[src/spt_pkg.sv]
// Shared types and constants for the serial port transmit/receive core.
// Used by spt_cfg, spt_engine and serial_port_tx_rx_core; no dependencies.
`default_nettype none

package spt_pkg;

  // Operation codes carried by an input transfer
  typedef enum logic [2:0] {
    OP_WRITE_TX  = 3'd0,
    OP_TICK      = 3'd1,
    OP_EXT_EDGE  = 3'd2,
    OP_RECEIVE   = 3'd3,
    OP_ABORT     = 3'd4,
    OP_SET_NINTH = 3'd5,
    OP_READ_BUF  = 3'd6,
    OP_CLR_STAT  = 3'd7
  } op_e;

  // Configuration register indexes
  localparam int unsigned CfgIdxW = 3;
  localparam logic [CfgIdxW-1:0] CFG_FRAME_MODE     = 3'd0;
  localparam logic [CfgIdxW-1:0] CFG_PARITY_ENABLE  = 3'd1;
  localparam logic [CfgIdxW-1:0] CFG_RECEIVE_ENABLE = 3'd2;
  localparam logic [CfgIdxW-1:0] CFG_KB_VARIANT     = 3'd3;
  localparam logic [CfgIdxW-1:0] CFG_BAUD_SETTING   = 3'd4;

  // Frame modes
  localparam logic [1:0] MODE_SHIFT  = 2'd0;
  localparam logic [1:0] MODE_ASYNC8 = 2'd1;
  localparam logic [1:0] MODE_NINE2  = 2'd2;
  localparam logic [1:0] MODE_NINE3  = 2'd3;

  // Status bit positions
  localparam int unsigned ST_RB8     = 7;
  localparam int unsigned ST_RI      = 6;
  localparam int unsigned ST_TI      = 5;
  localparam int unsigned ST_TX_EMPT = 3;
  localparam int unsigned ST_OVERRUN = 2;

  // Stop positions per frame mode
  localparam logic [3:0] STOP_SHIFT = 4'd8;
  localparam logic [3:0] STOP_ASYNC = 4'd9;
  localparam logic [3:0] STOP_NINE  = 4'd10;

  // Counter widths
  localparam int unsigned PeriodW = 20;
  localparam int unsigned EdgeW   = 19;

  typedef struct packed {
    op_e        op;
    logic [8:0] data;
  } in_item_t;

  typedef struct packed {
    logic       tx_line;
    logic [7:0] status;
    logic [7:0] rx_data;
    logic [7:0] sent_byte;
    logic       sent_valid;
    logic       irq_serial;
    logic       irq_transmit;
    logic       irq_receive;
    logic       tx_busy;
  } out_item_t;

  // Configuration as seen by the engine, with the derived internal bit period
  typedef struct packed {
    logic [1:0]         frame_mode;
    logic               parity_enable;
    logic               receive_enable;
    logic               kb_variant;
    logic [15:0]        baud_setting;
    logic [PeriodW-1:0] period;
  } cfg_t;

endpackage

`default_nettype wire

[src/serial_port_tx_rx_core.sv]
// Top level of the serial port core: input register, engine, result register.
// Depends on spt_pkg, spt_cfg and spt_engine.
//
//   channel | direction | handshake               | payload
//   --------+-----------+-------------------------+------------------------
//   in      | input     | in_valid_i / in_stall_o | in_item_i  (op, data)
//   out     | output    | out_valid_o/out_stall_i | out_item_o (result)
//   cfg     | input     | cfg_valid_i/cfg_ready_o | cfg_index_i, cfg_data_i
//
// An item passes from acceptance into the input register, then through the
// engine into the result register. One item per cycle is sustained while the
// output is not stalled; the engine's state update sets that rate.
// Reset leaves the transmitter idle with the line high and all status clear.
// A stalled result holds; one more item may wait in the input register.
`default_nettype none

module serial_port_tx_rx_core (
  input  wire logic                        clk_i,
  input  wire logic                        rst_ni,
  input  wire logic                        in_valid_i,
  output logic                             in_stall_o,
  input  wire spt_pkg::in_item_t           in_item_i,
  output logic                             out_valid_o,
  input  wire logic                        out_stall_i,
  output spt_pkg::out_item_t               out_item_o,
  input  wire logic                        cfg_valid_i,
  output logic                             cfg_ready_o,
  input  wire logic [spt_pkg::CfgIdxW-1:0] cfg_index_i,
  input  wire logic [15:0]                 cfg_data_i
);

  spt_pkg::cfg_t      cfg;
  spt_pkg::in_item_t  in_q;
  logic               in_valid_q;
  spt_pkg::out_item_t out_q, result;
  logic               out_valid_q;
  logic               out_free, fire;

  spt_cfg u_cfg (
    .clk_i,
    .rst_ni,
    .cfg_valid_i,
    .cfg_ready_o,
    .cfg_index_i,
    .cfg_data_i,
    .cfg_o (cfg)
  );

  assign out_free   = !(out_valid_q && out_stall_i);
  assign fire       = in_valid_q && out_free;
  assign in_stall_o = in_valid_q && !out_free;

  spt_engine u_engine (
    .clk_i,
    .rst_ni,
    .fire_i   (fire),
    .item_i   (in_q),
    .cfg_i    (cfg),
    .result_o (result)
  );

  // Capture an input transfer
  always_ff @(posedge clk_i or negedge rst_ni) begin
    if (!rst_ni) begin
      in_valid_q <= 1'b0;
    end else if (in_valid_i && !in_stall_o) begin
      in_valid_q <= 1'b1;
    end else if (fire) begin
      in_valid_q <= 1'b0;
    end
  end

  always_ff @(posedge clk_i) begin
    if (in_valid_i && !in_stall_o) begin
      in_q <= in_item_i;
    end
  end

  // Hold the result until the output transfer
  always_ff @(posedge clk_i or negedge rst_ni) begin
    if (!rst_ni) begin
      out_valid_q <= 1'b0;
    end else if (out_free) begin
      out_valid_q <= fire;
    end
  end

  always_ff @(posedge clk_i) begin
    if (fire) begin
      out_q <= result;
    end
  end

  assign out_valid_o = out_valid_q;
  assign out_item_o  = out_q;

endmodule

`default_nettype wire

[src/spt_cfg.sv]
// Configuration registers and internal baud period derivation.
// Depends on spt_pkg.
`default_nettype none

module spt_cfg (
  input  wire logic                        clk_i,
  input  wire logic                        rst_ni,
  input  wire logic                        cfg_valid_i,
  output logic                             cfg_ready_o,
  input  wire logic [spt_pkg::CfgIdxW-1:0] cfg_index_i,
  input  wire logic [15:0]                 cfg_data_i,
  output spt_pkg::cfg_t                    cfg_o
);

  // ceil(2^23 / 3): exact divide by three for dividends below 2^23
  localparam logic [21:0] Div3Recip = 22'd2796203;
  localparam int unsigned Div3Shift = 23;

  spt_pkg::cfg_t cfg_q, cfg_d, cfg_w;
  logic [15:0]   divisor;
  logic [21:0]   div_in;
  logic [43:0]   div_prod;
  logic [spt_pkg::PeriodW-1:0] period_d;

  assign cfg_ready_o = 1'b1;

  // Decode the register write
  always_comb begin
    cfg_d = cfg_q;
    if (cfg_valid_i) begin
      unique case (cfg_index_i)
        spt_pkg::CFG_FRAME_MODE:     cfg_d.frame_mode     = cfg_data_i[1:0];
        spt_pkg::CFG_PARITY_ENABLE:  cfg_d.parity_enable  = cfg_data_i[0];
        spt_pkg::CFG_RECEIVE_ENABLE: cfg_d.receive_enable = cfg_data_i[0];
        spt_pkg::CFG_KB_VARIANT:     cfg_d.kb_variant     = cfg_data_i[0];
        spt_pkg::CFG_BAUD_SETTING:   cfg_d.baud_setting   = cfg_data_i;
        default: ;
      endcase
    end
  end

  // Derive the internal bit period from the new settings
  assign divisor  = {1'b0, cfg_d.baud_setting[14:0]} + 16'd1;
  assign div_in   = ((cfg_d.frame_mode != spt_pkg::MODE_SHIFT) ?
                     {divisor, 6'b0} : {4'b0, divisor, 2'b0}) + 22'd2;
  assign div_prod = 44'(div_in) * 44'(Div3Recip);

  always_comb begin
    if (!cfg_d.baud_setting[15]) begin
      period_d = '0;
    end else if (cfg_d.kb_variant) begin
      period_d = (cfg_d.frame_mode != spt_pkg::MODE_SHIFT) ?
                 {divisor, 4'b0} : {3'b0, divisor, 1'b0};
    end else begin
      period_d = div_prod[Div3Shift +: spt_pkg::PeriodW];
    end
  end

  // Merge the period into the settings word
  always_comb begin
    cfg_w        = cfg_d;
    cfg_w.period = period_d;
  end

  // Hold the settings and the period
  always_ff @(posedge clk_i or negedge rst_ni) begin
    if (!rst_ni) begin
      cfg_q <= '0;
    end else if (cfg_valid_i) begin
      cfg_q <= cfg_w;
    end
  end

  assign cfg_o = cfg_q;

endmodule

`default_nettype wire

[src/spt_engine.sv]
// Transmit frame sequencer, receive status path and status register.
// Applies one item per enabled cycle; depends on spt_pkg.
`default_nettype none

module spt_engine (
  input  wire logic                  clk_i,
  input  wire logic                  rst_ni,
  input  wire logic                  fire_i,
  input  wire spt_pkg::in_item_t     item_i,
  input  wire spt_pkg::cfg_t         cfg_i,
  output spt_pkg::out_item_t         result_o
);

  logic [7:0]  tx_shift_q, tx_shift_d;
  logic        tx_active_q, tx_active_d;
  logic [3:0]  bit_index_q, bit_index_d;
  logic [3:0]  stop_index_q, stop_index_d;
  logic [7:0]  queued_byte_q, queued_byte_d;
  logic        queued_flag_q, queued_flag_d;
  logic        line_q, line_d;
  logic        ninth_q, ninth_d;
  logic [7:0]  status_q, status_d;
  logic [7:0]  rx_byte_q, rx_byte_d;
  logic        rx_full_q, rx_full_d;
  logic [spt_pkg::EdgeW-1:0]   edge_q, edge_d;
  logic [spt_pkg::PeriodW-1:0] baud_q, baud_d;

  logic        adv, load;
  logic [7:0]  load_byte;
  logic [3:0]  bit_next;
  logic [2:0]  data_pos;
  logic        parity;
  logic [15:0] divisor;
  logic [spt_pkg::EdgeW-1:0]   edge_thr, edge_inc;
  logic [spt_pkg::PeriodW-1:0] baud_inc;
  logic [1:0]  mode;
  spt_pkg::out_item_t res;

  assign mode     = cfg_i.frame_mode;
  assign divisor  = {1'b0, cfg_i.baud_setting[14:0]} + 16'd1;
  assign edge_thr = (mode != spt_pkg::MODE_SHIFT) ? {divisor, 3'b0} : {3'b0, divisor};
  assign edge_inc = edge_q + spt_pkg::EdgeW'(1);
  assign baud_inc = baud_q + spt_pkg::PeriodW'(1);
  assign bit_next = bit_index_q + 4'd1;
  assign data_pos = 3'(bit_next - 4'd1);
  assign parity   = ^(tx_shift_q & ((mode == spt_pkg::MODE_ASYNC8) ? 8'h7F : 8'hFF));

  always_comb begin
    tx_shift_d    = tx_shift_q;
    tx_active_d   = tx_active_q;
    bit_index_d   = bit_index_q;
    stop_index_d  = stop_index_q;
    queued_byte_d = queued_byte_q;
    queued_flag_d = queued_flag_q;
    line_d        = line_q;
    ninth_d       = ninth_q;
    status_d      = status_q;
    rx_byte_d     = rx_byte_q;
    rx_full_d     = rx_full_q;
    edge_d        = edge_q;
    baud_d        = baud_q;
    adv           = 1'b0;
    load          = 1'b0;
    load_byte     = item_i.data[7:0];
    res           = '0;

    // Decode the operation
    unique case (item_i.op)
      spt_pkg::OP_WRITE_TX: begin
        status_d[spt_pkg::ST_TX_EMPT] = 1'b0;
        if (cfg_i.kb_variant && tx_active_q) begin
          queued_byte_d = item_i.data[7:0];
          queued_flag_d = 1'b1;
        end else begin
          load   = 1'b1;
          edge_d = '0;
          baud_d = '0;
        end
      end
      spt_pkg::OP_TICK: begin
        if (tx_active_q && (cfg_i.period != '0)) begin
          if (baud_inc >= cfg_i.period) begin
            baud_d = '0;
            adv    = 1'b1;
          end else begin
            baud_d = baud_inc;
          end
        end
      end
      spt_pkg::OP_EXT_EDGE: begin
        if (tx_active_q && !cfg_i.baud_setting[15]) begin
          if (edge_inc >= edge_thr) begin
            edge_d = '0;
            adv    = 1'b1;
          end else begin
            edge_d = edge_inc;
          end
        end
      end
      spt_pkg::OP_RECEIVE: begin
        if (!(cfg_i.kb_variant && !cfg_i.receive_enable)) begin
          if (rx_full_q) status_d[spt_pkg::ST_OVERRUN] = 1'b1;
          rx_byte_d = item_i.data[7:0];
          rx_full_d = 1'b1;
          if (mode[1] && !(mode == spt_pkg::MODE_NINE3 && cfg_i.parity_enable)) begin
            status_d[spt_pkg::ST_RB8] = item_i.data[8];
          end
          if (!(mode == spt_pkg::MODE_NINE2 && !item_i.data[8])) begin
            status_d[spt_pkg::ST_RI] = 1'b1;
            res.irq_serial  = 1'b1;
            res.irq_receive = cfg_i.kb_variant;
          end
        end
      end
      spt_pkg::OP_ABORT: begin
        tx_active_d   = 1'b0;
        queued_flag_d = 1'b0;
        baud_d        = '0;
        status_d[spt_pkg::ST_TX_EMPT] = 1'b1;
        line_d        = 1'b1;
      end
      spt_pkg::OP_SET_NINTH: ninth_d   = item_i.data[0];
      spt_pkg::OP_READ_BUF:  rx_full_d = 1'b0;
      spt_pkg::OP_CLR_STAT:  status_d  = status_q & ~item_i.data[7:0];
      default: ;
    endcase

    // Advance the frame by one bit time
    if (adv) begin
      bit_index_d = bit_next;
      if (bit_next < stop_index_q) begin
        if (mode == spt_pkg::MODE_SHIFT) begin
          line_d = (bit_next < 4'd8) ? tx_shift_q[bit_next[2:0]] : 1'b0;
        end else if (bit_next <= 4'd8 &&
                     !(mode == spt_pkg::MODE_ASYNC8 && cfg_i.parity_enable &&
                       bit_next == 4'd8)) begin
          line_d = tx_shift_q[data_pos];
        end else begin
          line_d = (cfg_i.parity_enable && mode != spt_pkg::MODE_NINE2) ? parity : ninth_q;
        end
      end else if (bit_next == stop_index_q) begin
        line_d  = 1'b1;
        ninth_d = 1'b0;
        status_d[spt_pkg::ST_TI] = 1'b1;
        res.irq_serial   = 1'b1;
        res.irq_transmit = cfg_i.kb_variant;
        res.sent_byte    = tx_shift_q;
        res.sent_valid   = 1'b1;
      end else if (queued_flag_q) begin
        queued_flag_d = 1'b0;
        load          = 1'b1;
        load_byte     = queued_byte_q;
      end else begin
        tx_active_d = 1'b0;
        status_d[spt_pkg::ST_TX_EMPT] = 1'b1;
      end
    end

    // Start a new frame
    if (load) begin
      tx_shift_d   = load_byte;
      tx_active_d  = 1'b1;
      bit_index_d  = '0;
      stop_index_d = mode[1] ? spt_pkg::STOP_NINE :
                     ((mode != spt_pkg::MODE_SHIFT) ? spt_pkg::STOP_ASYNC :
                                                      spt_pkg::STOP_SHIFT);
      line_d       = (mode != spt_pkg::MODE_SHIFT) ? 1'b0 : load_byte[0];
    end

    res.tx_line = line_d;
    res.status  = status_d;
    res.rx_data = rx_byte_d;
    res.tx_busy = tx_active_d;
  end

  assign result_o = res;

  // Commit the state when the item moves to the result register
  always_ff @(posedge clk_i or negedge rst_ni) begin
    if (!rst_ni) begin
      tx_shift_q    <= '0;
      tx_active_q   <= 1'b0;
      bit_index_q   <= '0;
      stop_index_q  <= spt_pkg::STOP_SHIFT;
      queued_byte_q <= '0;
      queued_flag_q <= 1'b0;
      line_q        <= 1'b1;
      ninth_q       <= 1'b0;
      status_q      <= '0;
      rx_byte_q     <= '0;
      rx_full_q     <= 1'b0;
      edge_q        <= '0;
      baud_q        <= '0;
    end else if (fire_i) begin
      tx_shift_q    <= tx_shift_d;
      tx_active_q   <= tx_active_d;
      bit_index_q   <= bit_index_d;
      stop_index_q  <= stop_index_d;
      queued_byte_q <= queued_byte_d;
      queued_flag_q <= queued_flag_d;
      line_q        <= line_d;
      ninth_q       <= ninth_d;
      status_q      <= status_d;
      rx_byte_q     <= rx_byte_d;
      rx_full_q     <= rx_full_d;
      edge_q        <= edge_d;
      baud_q        <= baud_d;
    end
  end

  // Frame position never runs past the slot after the stop bit
  a_bit_in_range: assert property (@(posedge clk_i) disable iff (!rst_ni)
    tx_active_q |-> (5'(bit_index_q) <= 5'(stop_index_q) + 5'd1))
    else $error("bit index beyond stop slot");

  a_stop_legal: assert property (@(posedge clk_i) disable iff (!rst_ni)
    stop_index_q == spt_pkg::STOP_SHIFT || stop_index_q == spt_pkg::STOP_ASYNC ||
    stop_index_q == spt_pkg::STOP_NINE)
    else $error("illegal stop position");

  // Abort leaves the line idle and the transmitter stopped
  a_abort_idle: assert property (@(posedge clk_i) disable iff (!rst_ni)
    (fire_i && item_i.op == spt_pkg::OP_ABORT) |=>
      (!tx_active_q && line_q && !queued_flag_q))
    else $error("abort did not stop transmitter");

  // A completed frame always raises TI
  a_sent_sets_ti: assert property (@(posedge clk_i) disable iff (!rst_ni)
    (fire_i && res.sent_valid) |=> status_q[spt_pkg::ST_TI])
    else $error("sent frame without TI");

endmodule

`default_nettype wire
[config.mk]
export PLATFORM = sky130hd
export DESIGN_NAME = serial_port_tx_rx_core
export DESIGN_NICKNAME = d
export VERILOG_FILES = /design/src/spt_pkg.sv /design/src/serial_port_tx_rx_core.sv /design/src/spt_cfg.sv /design/src/spt_engine.sv
export SDC_FILE = /design/constraint.sdc
export NUM_CORES = 1
export LEC_CHECK = 0
export CAP_MARGIN = 20
export CORE_ASPECT_RATIO = 0.7
export CORE_MARGIN = 2
export CORE_UTILIZATION = 30
export DETAILED_ROUTE_END_ITERATION = 16
export DONT_BUFFER_PORTS = 1
export PLACE_DENSITY_LB_ADDON = 0.15
export SETUP_SLACK_MARGIN = 0.02
export SYNTH_ARGS = -nofsm -noshare
export SYNTH_HDL_FRONTEND = slang
export SYNTH_SLANG_ARGS = --single-unit
[constraint.sdc]
create_clock -name clk_i -period 8 [get_ports clk_i]
set_clock_uncertainty 0.15 [all_clocks]
set_input_delay 0.8 -clock clk_i [delete_from_list [all_inputs] [get_ports clk_i]]
set_output_delay 0.8 -clock clk_i [all_outputs]
set_load 0.01 [all_outputs]
=== Word-level counts from Yosys, hierarchy flattened ===
Cells that the tools add are included.

* Add/subtract/negate cells: 7
* Multipliers: 1
* Magnitude comparators: 7
* Equality and inequality tests: 21
* Mux-type cells: 98
* Bitwise operators: 6
* Reductions and logical operators: 45

{| class="wikitable"
|+ Operators by type and width
! cell !! count
|-
| two-way mux 20 bit || 6
|-
| two-way mux 19 bit || 4
|-
| one-hot mux 20 bit (3 select lines) || 1
|-
| two-way mux 1 bit || 58
|-
| two-way mux 8 bit || 7
|-
| multiplier 22 x 22 -> 43 bit, second input constant || 1
|-
| one-hot mux 19 bit (2 select lines) || 1
|-
| adder 15 x 1 -> 16 bit, second input constant || 2
|-
| adder 22 x 2 -> 22 bit, second input constant || 1
|-
| two-way mux 22 bit || 1
|-
| two-way mux 21 bit || 1
|-
| adder 20 x 1 -> 20 bit, second input constant || 1
|-
| greater-or-equal comparator 20 bit || 1
|-
| nonzero test 20 bit || 1
|-
| adder 19 x 1 -> 19 bit, second input constant || 1
|-
| greater-or-equal comparator 19 bit || 1
|-
| bitwise AND 8 bit || 2
|-
| two-way mux 16 bit || 1
|-
| == test 3 bit, second input constant || 5
|-
| logical AND 1 bit || 15
|-
| == test 3 x 2 -> 1 bit, second input constant || 4
|-
| two-way mux 2 bit || 6
|-
| two-way mux 4 bit || 3
|-
| nonzero test 2 bit || 6
|-
| 30 further kinds || 55
|}

* Flip-flop bits (word level): 169
* Bits of input ports: 36
* Output and inout bits: 33

=== Depth between registers and ports, before layout ===
Gate-level depths: netlist of the first run.

* Depth in word-level cells: 10
* Depth in mapped cells: 34

=== By module ===
A second synthesis of the first run with hierarchy kept.

* Cells, all modules: 1888
* Area, all modules: 18281.3 µm²

{| class="wikitable"
|+ By module, submodules not included
! module !! times used !! cells an instance !! area each (µm²) !! sequential area each (µm²)
|-
| spt_cfg || 1 || 1172 || 10725.3 || 1026.0
|-
| spt_engine || 1 || 666 || 6202.2 || 2053.2
|-
| serial_port_tx_rx_core || 1 || 50 || 1353.8 || 1311.3
|}

=== Worst setup path after synthesis of the first run ===
No wires, ideal clock.

* Path type: input to register
* From: in cfg_index_i[0] (netlist name)
* To: reg u_cfg.cfg_q (netlist bit u_cfg.cfg_o[14])
* Library setup time: 0.126 ns
* Arrival time: 8.690 ns
* Required time: 7.724 ns
* Path slack: -0.966 ns
* Stages: 29
* Buffers on the path: 2
* Cell sequence: nor4bb_1 > buf_4 > buf_6 > mux2i_1 > nor4_1 > nor3b_2 > nand2_1 > o21ai_0 > ha_1 > inv_1 > fa_1 > fa_1 > inv_1 > fa_1 > fa_1 > fa_1 > inv_1 > fa_1 > inv_1 > ha_1 > a211o_1 > a21oi_1 > o22ai_1 > o41a_1 > a31oi_1 > o21ai_2 > a221oi_2 > xnor2_1 > a221o_1

* Word-level cells in the longest chain between the ends: 9

{| class="wikitable"
|+ Ends and longest elaborated chain
! item !! RTL line !! RTL
|-
| from (decl) || serial_port_tx_rx_core.sv:28 || <nowiki>input wire logic [spt_pkg::CfgIdxW-1:0] cfg_index_i,</nowiki>
|-
| == test 3 bit or zero test 3 bit (tied branches) || spt_cfg.sv:31 || <nowiki>unique case (cfg_index_i)</nowiki>
|-
| two-way mux 16 bit or two-way mux 2 bit (tied branches) || spt_cfg.sv:31 ||
|-
| two-way mux 21 bit * || spt_cfg.sv:30 || <nowiki>if (cfg_valid_i) begin</nowiki>
|-
| adder 15 x 1 -> 16 bit or nonzero test 2 bit (tied branches) || spt_cfg.sv:43, spt_cfg.sv:44, spt_cfg.sv:52 ||
|-
| two-way mux 22 bit || spt_cfg.sv:44 || <nowiki>assign div_in = ((cfg_d.frame_mode != spt_pkg::MODE_SHIFT) ?</nowiki>
|-
| adder 22 x 2 -> 22 bit || spt_cfg.sv:45 || <nowiki>{divisor, 6'b0} : {4'b0, divisor, 2'b0}) + 22'd2;</nowiki>
|-
| multiplier 22 x 22 -> 43 bit || spt_cfg.sv:46 || <nowiki>assign div_prod = 44'(div_in) * 44'(Div3Recip);</nowiki>
|-
| two-way mux 20 bit || spt_cfg.sv:51 || <nowiki>end else if (cfg_d.kb_variant) begin</nowiki>
|-
| two-way mux 20 bit * || spt_cfg.sv:49 || <nowiki>if (!cfg_d.baud_setting[15]) begin</nowiki>
|-
| to (signal assigned) || spt_cfg.sv:70 || <nowiki>cfg_q <= cfg_w;</nowiki>
|-
| to (decl) || spt_cfg.sv:19 || <nowiki>spt_pkg::cfg_t cfg_q, cfg_d, cfg_w;</nowiki>
|}

Mark *: on every way between the ends. The rest lies on a longest branch, timed or not.
A chain may end at the register's enable or synchronous reset.

=== Final worst setup path of the first run ===
* From: in cfg_valid_i
* To: reg u_cfg.cfg_q (netlist bit u_cfg.cfg_o[14])

* Word-level cells in the longest chain between the ends: 7

{| class="wikitable"
|+ Ends and longest elaborated chain
! item !! RTL line !! RTL
|-
| from (decl) || serial_port_tx_rx_core.sv:26 || <nowiki>input wire logic cfg_valid_i,</nowiki>
|-
| two-way mux 21 bit || spt_cfg.sv:30 ||
|-
| adder 15 x 1 -> 16 bit or nonzero test 2 bit (tied branches) || spt_cfg.sv:43, spt_cfg.sv:44, spt_cfg.sv:52 ||
|-
| two-way mux 22 bit || spt_cfg.sv:44 ||
|-
| adder 22 x 2 -> 22 bit || spt_cfg.sv:45 ||
|-
| multiplier 22 x 22 -> 43 bit || spt_cfg.sv:46 ||
|-
| two-way mux 20 bit || spt_cfg.sv:51 ||
|-
| two-way mux 20 bit || spt_cfg.sv:49 ||
|}

Parallel ways exist; a longest one is shown, timed or not.

==> results of run 1 <==
## worst register-to-register path, delay by kind of cell (launching register included)
kind	cells	cell delay, ns
DFF	1	0.38
buffers and inverters	9	0.77
adders and majority gates	8	3.20
xor gates and xnor gates	3	0.58
AOI/OAI and AO/OA	9	1.94
and+or+nand+nor	4	0.79
## cell families (layout without fill, tap and decap cells)
| family | after synthesis | count (layout) | synth area share [%] |
|---|---|---|---|
| simple gates | 465 | 465 | 12.7 |
| fa+ha+maj | 405 | 405 | 35.2 |
| buf+inv | 385 | 673 | 8.24 |
| compound gates | 280 | 280 | 10.5 |
| flops | 167 | 167 | 24.7 |
| xor+xnor | 99 | 99 | 4.87 |
| mux | 57 | 57 | 3.78 |
| other cells | 1 | 2 | 0.0211 |
## timing repair
| action | in CTS | in global routing |
|---|---|---|
| buffers inserted | 28 | 14 |
| endpoints found under the setup margin | 20 | 20 |
| pin swaps | 75 | 75 |
| hold buffers | 1 | 0 |
| endpoints found under the hold margin | 124 | 0 |
| gates resized for setup | 72 | 88 |
## registers in the layout (all words and copies together), names as in the netlist
signal,cells
u_engine.rx_byte_q,8
u_engine.status_q,8
u_engine.edge_q,19
u_cfg.cfg_o,41
u_engine.tx_shift_q,8
out_valid_o,1
in_q,12
u_engine.queued_flag_q,1
u_engine.line_q,1
u_engine.baud_q,20
out_item_o,30
u_engine.queued_byte_q,8
u_engine.bit_index_q,4
u_engine.stop_index_q,2
u_engine.ninth_q,1
u_engine.tx_active_q,1
in_valid_q,1
u_engine.rx_full_q,1
## worst min-delay path by stage
stage,to,slack (ns)
floorplan,u_cfg.cfg_o[37],0.29
global placement,u_engine.status_q[1],0.30
detailed placement,u_engine.status_q[1],0.31
CTS,u_engine.line_q,0.02
global route,u_engine.line_q,0.01
finish,u_engine.line_q,0.04
## cell usage after synthesis, drive strengths merged, types with 5 or more instances
library cell    n
inv           345
ha            245
nand2         183
fa            160
dfrtp         124
nor2           75
o21ai          70
a21oi          63
xnor2          55
nand3          45
xor2           44
edfxtp         42
nand2b         40
a21o           36
mux2           36
clkbuf         31
and3           25
and2           21
nand4          19
mux2i          17
o22ai          15
nor3           14
nor4           12
o21bai          9
o221ai          9
a2bb2oi         8
buf             8
a31oi           7
o31ai           6
or2             6
a211oi          5
o21a            5
## stage by stage
stage / cell area, µm² / utilization [%] / worst slack [ns] / hold slack (ns) / instances
after floorplan: 18100 / - / -0.205 / 0.291 / 1859
after CTS: 22100 / 37.8 / -0.334 / 0.0161 / 2933
after global placement: 20900 / 35.8 / -1.22 / 0.302 / 2872
after global routing: 22700 / 38.8 / -0.576 / 0.0104 / 2946
final: 22700 / 38.8 / -0.326 / 0.0371 / 2946
after detailed placement: 20900 / 35.8 / -1.29 / 0.310 / 2873
## cells in the final DEF, fill, tap and decap left out, drive strengths merged, types with 44 or more instances in the layout
cell / count
nand3: 45
nand2: 183
fa: 160
dfrtp: 124
nor2: 75
inv: 353
ha: 245
a21oi: 63
buf: 295
xor2: 44
xnor2: 55
o21ai: 70
## routing by layer
metal | track usage, % | vias up | share of wire, %
met5 | 0 | - | 0
met4 | 2.80 | 0 | 1.1
met3 | 4.05 | 30 | 5.0
met2 | 24.8 | 234 | 39
met1 | 29.1 | 6786 | 54
li1 | - | 6774 | -
## final cells by class
cell class / instances / area, µm² / share of cell area [%]
timing repair buffer: 295 / 2350 / 10.4
antenna: 1 / 2.50 / 0.0110
sequential: 167 / 4390 / 19.3
clock buffer: 17 / 425 / 1.87
tap: 798 / 998 / 4.40
clock inverter: 15 / 196 / 0.866
inverter: 346 / 1310 / 5.75
multi-input combinational: 1307 / 13000 / 57.4
==> out/qor.csv, run 1 <==
metric,value,unit
row_count,74,
synth_edf_count,42,
drc,0,
synthTopCellsByArea,"fa_1 (18%), dfrtp_1 (17%), ha_1 (17%)",
synth.top_cell.area_share,18.0,%
vias,13800,
crit_buf_inv,8,
crit_cells,32,
gr-total-overflow,0,
rsz0062_at_grt,yes,
cts.path.max_buffers,2,
ys_types,87,
dp_hpwl,45300,µm
pin_count,69,
cts.sinks,167,
fillers,5865,
fin_crit_sh,104,%
violations,negative setup slack,
vias_per_cell,4.69,
post_drt_wl_per_cell,18.5,µm
r2r_cells,33,
antenna_found_initial,1,
critPathLaunch,cfg_valid_i,
drt_wl_total,54400,µm
critPathTopFamily,adder cells,
grt_max_degree,125,
slowest_delay,0.51,ns
cts_tree,done,
layout-drive-gt1-share,24.7,%
syn_to_final_growth,27.4,%
crit_path_end,u_cfg.cfg_o[14],
synth_nets,2300,
drt-initial-drc-count,831,
path_max_fanout,22,
path_class,in -> reg,
portBuffers,0,
seq_area_frac_synth,24.7,%
syn_inst,1859,
cp_slowest_cell,fa_1,
setup_viol,16,
max_freq,120,MHz
ys_ff_latch,167,
worstMarginPinSlew,1.01,ns
track_usage,18.2,%
worst_slack,-0.326,ns
yosysWarnings,0,
first_global_vias,14400,
startpoint_type,input port,
nets,2575,
crit_top_cell,fa_1,
die_h,208,µm
firstDrtPassIters,5,
reg2reg_to,u_cfg.cfg_o[14],
ys.flop_type,dfrtp_1,
netlist_area,17800,µm²
initial_core_util,30.4,%
root_buffer,clkbuf_16,
maxCapViolations,0,
die_w,295,µm
setup_tns,-2.47,ns
insertion_delay,0.46,ns
cp.required,8.18,ns
timing.rr.start,u_cfg.cfg_o[23],
status,finished with violations,
cts_buffers,17,
slew_headroom,32.6,%
htree_levels,4,
yosys.area.top_type,fa_1,
avgSynthCellArea,9.58,µm²
grt_pass1_wl,85000,µm
r2r_slack,0.04,ns
antenna_left,0,
dieArea,61300,µm²
clkTransAtPathRegs,0.08,ns
slew_viol_final,0,
worstSetupEndpointType,flip-flop,
hold_viol,0,
gp_congestion,0.858,
synthArstFlopShare,74.9,%
min_period,8.33,ns
core_area,58500,µm²
worstPathArrival,8.50,ns
hp-class,in -> async,
Power of run 1 is not shown: default switching activity piles up to over one toggle a cycle in this logic, so the estimate is an artifact.
==> inputs of run 2 (changes only) <==
Settings changed: ABC_AREA set to 1.
==> run 2 against run 1 <==
Effect of this change: the flow now finishes without violations; first-iteration DRC count up 43%; core utilization down 1.5 points; register-to-register slack better by 0.48 ns; critical endpoint is now u_cfg.cfg_o[16].
==> out/qor.csv, run 2 <==
metric,value,unit,change
ys.flop_type,dfrtp_1,,
utilization,37.3,%,-1.5 points
clkTransAtPathRegs,0.07,ns,about the same
final_common_cell,inv_1,,
path_class,in -> reg,,
antenna_found_initial,1,,unchanged
yosysWarnings,0,,unchanged
htree_levels,4,,unchanged
die_h,212,µm,+2.0%
synthArstFlopShare,74.9,%,unchanged
min_period,7.68,ns,-0.648 ns
status,finished clean,,
grt_max_degree,125,,unchanged
antenna_left,0,,unchanged
layout_common_cells,"inv_1 (522), nand2_1 (398), buf_4 (294), ha_1 (230), fa_1 (155)",,
seq_area_frac_synth,23.7,%,-0.97 points
die_w,301,µm,+2.0%
hp-class,in -> async,,
synth.top_cell.area_share,17.3,%,-0.71 points
synth_top_cells_by_count,"inv_1 (529), nand2_1 (415), ha_1 (245)",,
dieArea,63800,µm²,+4.0%
post_drt_wl_per_cell,18.0,µm,-2.7%
synth_nets,2750,,+20%
crit_cells,37,,+16%
vias_per_cell,4.66,,-0.60%
worstPathArrival,7.86,ns,-0.64 ns
slowest_delay,0.55,ns,+0.04 ns
first_global_vias,15800,,+10%
yosys.area.top_type,fa_1,,
cts_tree,done,,
layout-drive-gt1-share,18.4,%,-6.4 points
critPathLaunch,cfg_index_i[0],,
drt-initial-drc-count,1185,,+43%
core_area,61300,µm²,+4.8%
dp_hpwl,52700,µm,+17%
track_usage,19.8,%,+1.6 points
netlist_area,18500,µm²,+4.1%
cp_slowest_cell,fa_1,,
syn_inst,2309,,+24%
drc,0,,unchanged
drt_wl_total,61600,µm,+13%
max_freq,130,MHz,+8.4%
startpoint_type,input port,,
rsz0062_at_grt,yes,,
r2r_slack,0.52,ns,+0.48 ns
portBuffers,0,,unchanged
gp_congestion,0.939,,+9.4%
slew_viol_final,0,,unchanged
root_buffer,clkbuf_16,,
pin_count,69,,unchanged
crit_buf_inv,7,,-1
insertion_delay,0.45,ns,about the same
fin_crit_sh,96.0,%,-8.1 points
setup_viol,0,,-16
maxCapViolations,0,,unchanged
ys_types,53,,-39%
grt_pass1_wl,95100,µm,+12%
slew_headroom,36.7,%,+4.1 points
cts.path.max_buffers,2,,unchanged
hold_viol,0,,unchanged
synth_edf_count,42,,unchanged
gr-total-overflow,0,,unchanged
cp.required,8.18,ns,about the same
synthTopCellsByArea,"fa_1 (17%), dfrtp_1 (17%), ha_1 (17%)",,
timing.rr.start,u_cfg.cfg_o[22],,
yosysMostFrequentCell,inv_1,,
cts.sinks,167,,unchanged
cts_buffers,17,,unchanged
critPathTopFamily,adder cells,,
syn_to_final_growth,23.3,%,
ys_ff_latch,167,,unchanged
nets,3037,,+18%
initial_core_util,30.2,%,-0.21 points
reg2reg_to,u_cfg.cfg_o[16],,
fillers,6415,,+9.4%
worstSetupEndpointType,flip-flop,,
r2r_cells,35,,+6.1%
path_max_fanout,4,,-82%
firstDrtPassIters,6,,+1
largest_reg_flops,41,,unchanged
avgSynthCellArea,8.03,µm²,-16%
worstMarginPinSlew,0.945,ns,-0.0613 ns
crit_path_end,u_cfg.cfg_o[16],,
vias,16000,,+16%
row_count,76,,+2.7%
## run 2: changes by cell type after synthesis, moves of 28 or more
cell      previous run  this run
inv_1              345       529
nand2_1            183       415
nand2b_1            40         1
nor2_1              74       164
nand3_1             45        82
xnor2_1             55        15
a21oi_1             63        91
mux2_2              35         0
o21ai_0             67       156
## run 2: worst min-delay path by stage
| stage | to | start | cells after the start | slack (ns) |
|---|---|---|---|---|
| floorplan | out_valid_o | in_valid_q | 2 | 0.28 |
| global placement | u_engine.line_q | u_engine.line_q | 2 | 0.31 |
| detailed placement | u_engine.line_q | u_engine.line_q | 2 | 0.32 |
| CTS | u_engine.line_q | rst_ni | 0 | 0.01 |
| global route | u_engine.line_q | rst_ni | 0 | 0.01 |
| finish | u_engine.line_q | rst_ni | 0 | 0.04 |
## run 2: metrics by stage
step | worst slack [ns] | hold slack [ns] | cell area [µm²] | cells | TNS, ns
after detailed placement | -0.710 | 0.318 | 21600 | 3387 | -8.57
after floorplan | 0.0487 | 0.284 | 18500 | 2309 | 0
after CTS | 0.0298 | 0.0138 | 22300 | 3421 | 0
after global routing | -0.0591 | 0.00998 | 22800 | 3428 | -0.214
after global placement | -0.590 | 0.307 | 21600 | 3387 | -7.34
final | 0.322 | 0.0399 | 22800 | 3429 | 0
## run 2: area by class of cell
cell class | instances | area [µm²] | area share (%)
Antenna cell | 1 | 2.50 | 0.0110
Inverter | 540 | 2030 | 8.88
Clock inverter | 14 | 139 | 0.608
Sequential cell | 167 | 4390 | 19.2
Clock buffer | 18 | 439 | 1.92
Timing Repair Buffer | 297 | 2270 | 9.96
Multi-Input combinational cell | 1573 | 12500 | 54.9
Tap cell | 819 | 1020 | 4.49
## run 2: per-layer routing
layer  vias to the layer above  GRT usage (%)  wire, µm  part of all wire, %
li1                       7885              -         -                    -
met1                      7729           32.7     33700                   55
met2                       356           25.6     23000                   37
met3                        24           5.07      4380                  7.1
met4                         0           2.11       454                 0.74
met5                         -              0         0                    0
## run 2: cells by family after synthesis
logic type	count (synthesis)	synth area share, %
other cells	1	0.0202
xor+xnor	63	2.98
simple gates	748	17.0
flops	167	23.7
fa+ha+maj	405	33.8
compound gates	352	10.6
buf+inv	569	11.7
mux	4	0.216
## run 2: repair_timing
action,4_1_cts,5_1_grt
pin swaps,0,29
resized for setup,9,128
buffers inserted,1,7
endpoints found under the setup margin,12,20
hold buffers,1,0
hold endpoints to repair,124,0
Power of run 2 is left out for the same reason.
==> inputs of run 3 (changes only) <==
Settings changed: CAP_MARGIN 20 to unset.
Clock period 8 ns to 7.6 ns, I/O delays scaled along.
==> run 3 against run 2 <==
Effect of this change: sequential share of layout area is 1.1 points lower; non-clock buffer count is 53 higher; via count is 1.4% higher; critical path type unchanged.
==> out/qor.csv, run 3 (synthesis gave the netlist of run 2 again) <==
metric,value,unit,change
rsz0062_at_grt,yes,,
worstSetupEndpointType,flip-flop,,
first_global_vias,15600,,-1.2%
pin_count,69,,unchanged
die_h,212,µm,unchanged
dp_hpwl,52300,µm,-0.92%
cts_tree,done,,
cts.sinks,167,,unchanged
path_max_fanout,6,,+2
r2r_cells,37,,+5.7%
max_freq,132,MHz,
cp.required,7.78,ns,-0.40 ns
crit_buf_inv,9,,+2
die_w,301,µm,unchanged
initial_core_util,30.2,%,unchanged
htree_levels,4,,unchanged
drt_wl_total,62500,µm,+1.4%
fin_crit_sh,99.4,%,
layout_common_cells,"inv_1 (493), nand2_1 (354), buf_4 (326), ha_1 (208), fa_1 (145)",,
track_usage,19.7,%,-0.14 points
firstDrtPassIters,7,,+1
crit_path_end,u_cfg.cfg_o[17],,
hold_viol,0,,unchanged
clkTransAtPathRegs,0.07,ns,about the same
worst_slack,0.0434,ns,-0.279 ns
startpoint_type,input port,,
cp_slowest_cell,fa_1,,
layout-drive-gt1-share,25.8,%,+7.5 points
dieArea,63800,µm²,unchanged
reg2reg_to,u_cfg.cfg_o[17],,
gp_congestion,0.972,,+3.5%
portBuffers,0,,unchanged
largest_reg_flops,41,,unchanged
grt_pass1_wl,94600,µm,-0.57%
crit_cells,38,,+2.7%
min_period,7.56,ns,
vias_per_cell,4.66,,-0.18%
crit_top_cell,fa_1,,
slew_headroom,42.8,%,+6.1 points
worstPathArrival,7.74,ns,-0.12 ns
hp-class,in -> async,,
drt-initial-drc-count,1307,,+10%
insertion_delay,0.45,ns,about the same
fin_cells,3483,,+1.6%
drc,0,,unchanged
r2r_slack,0.36,ns,-0.16 ns
dp_cells,3394,,+0.21%
dpl_worst_slack,-1.11,ns,-0.398 ns
grt_max_degree,125,,unchanged
gr-total-overflow,0,,unchanged
critPathLaunch,cfg_index_i[0],,
antenna_found_initial,1,,unchanged
status,finished clean,,
slowest_delay,0.55,ns,about the same
vias,16200,,+1.4%
timing.rr.start,u_cfg.cfg_o[21],,
antenna_left,0,,unchanged
syn_to_final_growth,31.0,%,
cts_buffers,17,,unchanged
maxCapViolations,0,,unchanged
cts.path.max_buffers,2,,unchanged
setup_viol,0,,unchanged
final_common_cell,inv_1,,
core_area,61300,µm²,unchanged
worstMarginPinSlew,0.855,ns,-0.0908 ns
post_drt_wl_per_cell,17.9,µm,-0.17%
path_class,in -> reg,,
critPathTopFamily,adder cells,,
row_count,76,,unchanged
setup_tns,0,ns,unchanged
nets,3091,,+1.8%
root_buffer,clkbuf_16,,
slew_viol_final,0,,unchanged
## run 3: cell count changes in the layout (fill, tap and decap cells not counted), sizes merged
cell / before / now
inv: 545 / 540
clkbuf: 18 / 19
clkinvlp: 3 / 5
buf: 297 / 348
nand2: 419 / 420
bufinv: 1 / 2
clkinv: 5 / 7
dlygate4sd3: 0 / 1
## run 3: through the flow
step                cell area [µm²]  util (%)  hold slack, ns
detailed placement            21700      35.4           0.311
floorplan                     18600         -           0.284
global route                  24300      39.6           0.126
global placement              21700      35.4           0.312
finish                        24300      39.6          0.0821
CTS                           22800      37.2           0.138
## run 3: layer usage
metal | vias to the layer above | part of all wire, % | global-route usage, % | routed length, µm
li1 | 8004 | - | - | -
met1 | 7832 | 55 | 33.3 | 34100
met2 | 364 | 38 | 25.4 | 23800
met3 | 17 | 6.9 | 3.70 | 4290
met4 | 0 | 0.36 | 2.13 | 226
met5 | - | 0 | 0 | 0
## run 3: what timing repair did
action,in CTS,in global routing
setup buffers,14,37
gates cloned,2,1
pin swaps,15,140
hold endpoints to repair,124,0
hold buffers,2,0
setup endpoints to repair,20,20
gates resized for setup,72,291
## run 3: worst reg2reg max path: cells and delay by family (launching register included)
family / cells / cell delay (ns)
xor+xnor: 1 / 0.20
flops: 1 / 0.36
compound gates: 3 / 0.36
fa+ha+maj: 8 / 3.53
buf+inv: 9 / 0.90
simple gates: 16 / 1.63
## run 3: how the worst min path moves through the flow
stage	start	endpoint	slack [ns]	depth (start not counted)
floorplan	in_valid_q	out_valid_o	0.28	2
global placement	u_engine.line_q	u_engine.line_q	0.31	2
detailed placement	u_engine.line_q	u_engine.line_q	0.31	2
CTS	rst_ni	u_engine.edge_q[14]	0.14	1
global route	rst_ni	u_engine.edge_q[13]	0.13	1
finish	rst_ni	u_engine.edge_q[13]	0.08	1
## run 3: final cells by class
cell class / count / area (µm²)
multi-input combinational: 1574 / 13500
tap: 819 / 1020
inverter: 540 / 2050
clock buffer: 18 / 429
antenna: 1 / 2.50
timing repair buffer: 350 / 2780
sequential: 167 / 4390
fill: 6259 / 37100
clock inverter: 14 / 149
Power of run 3 is left out for the same reason.
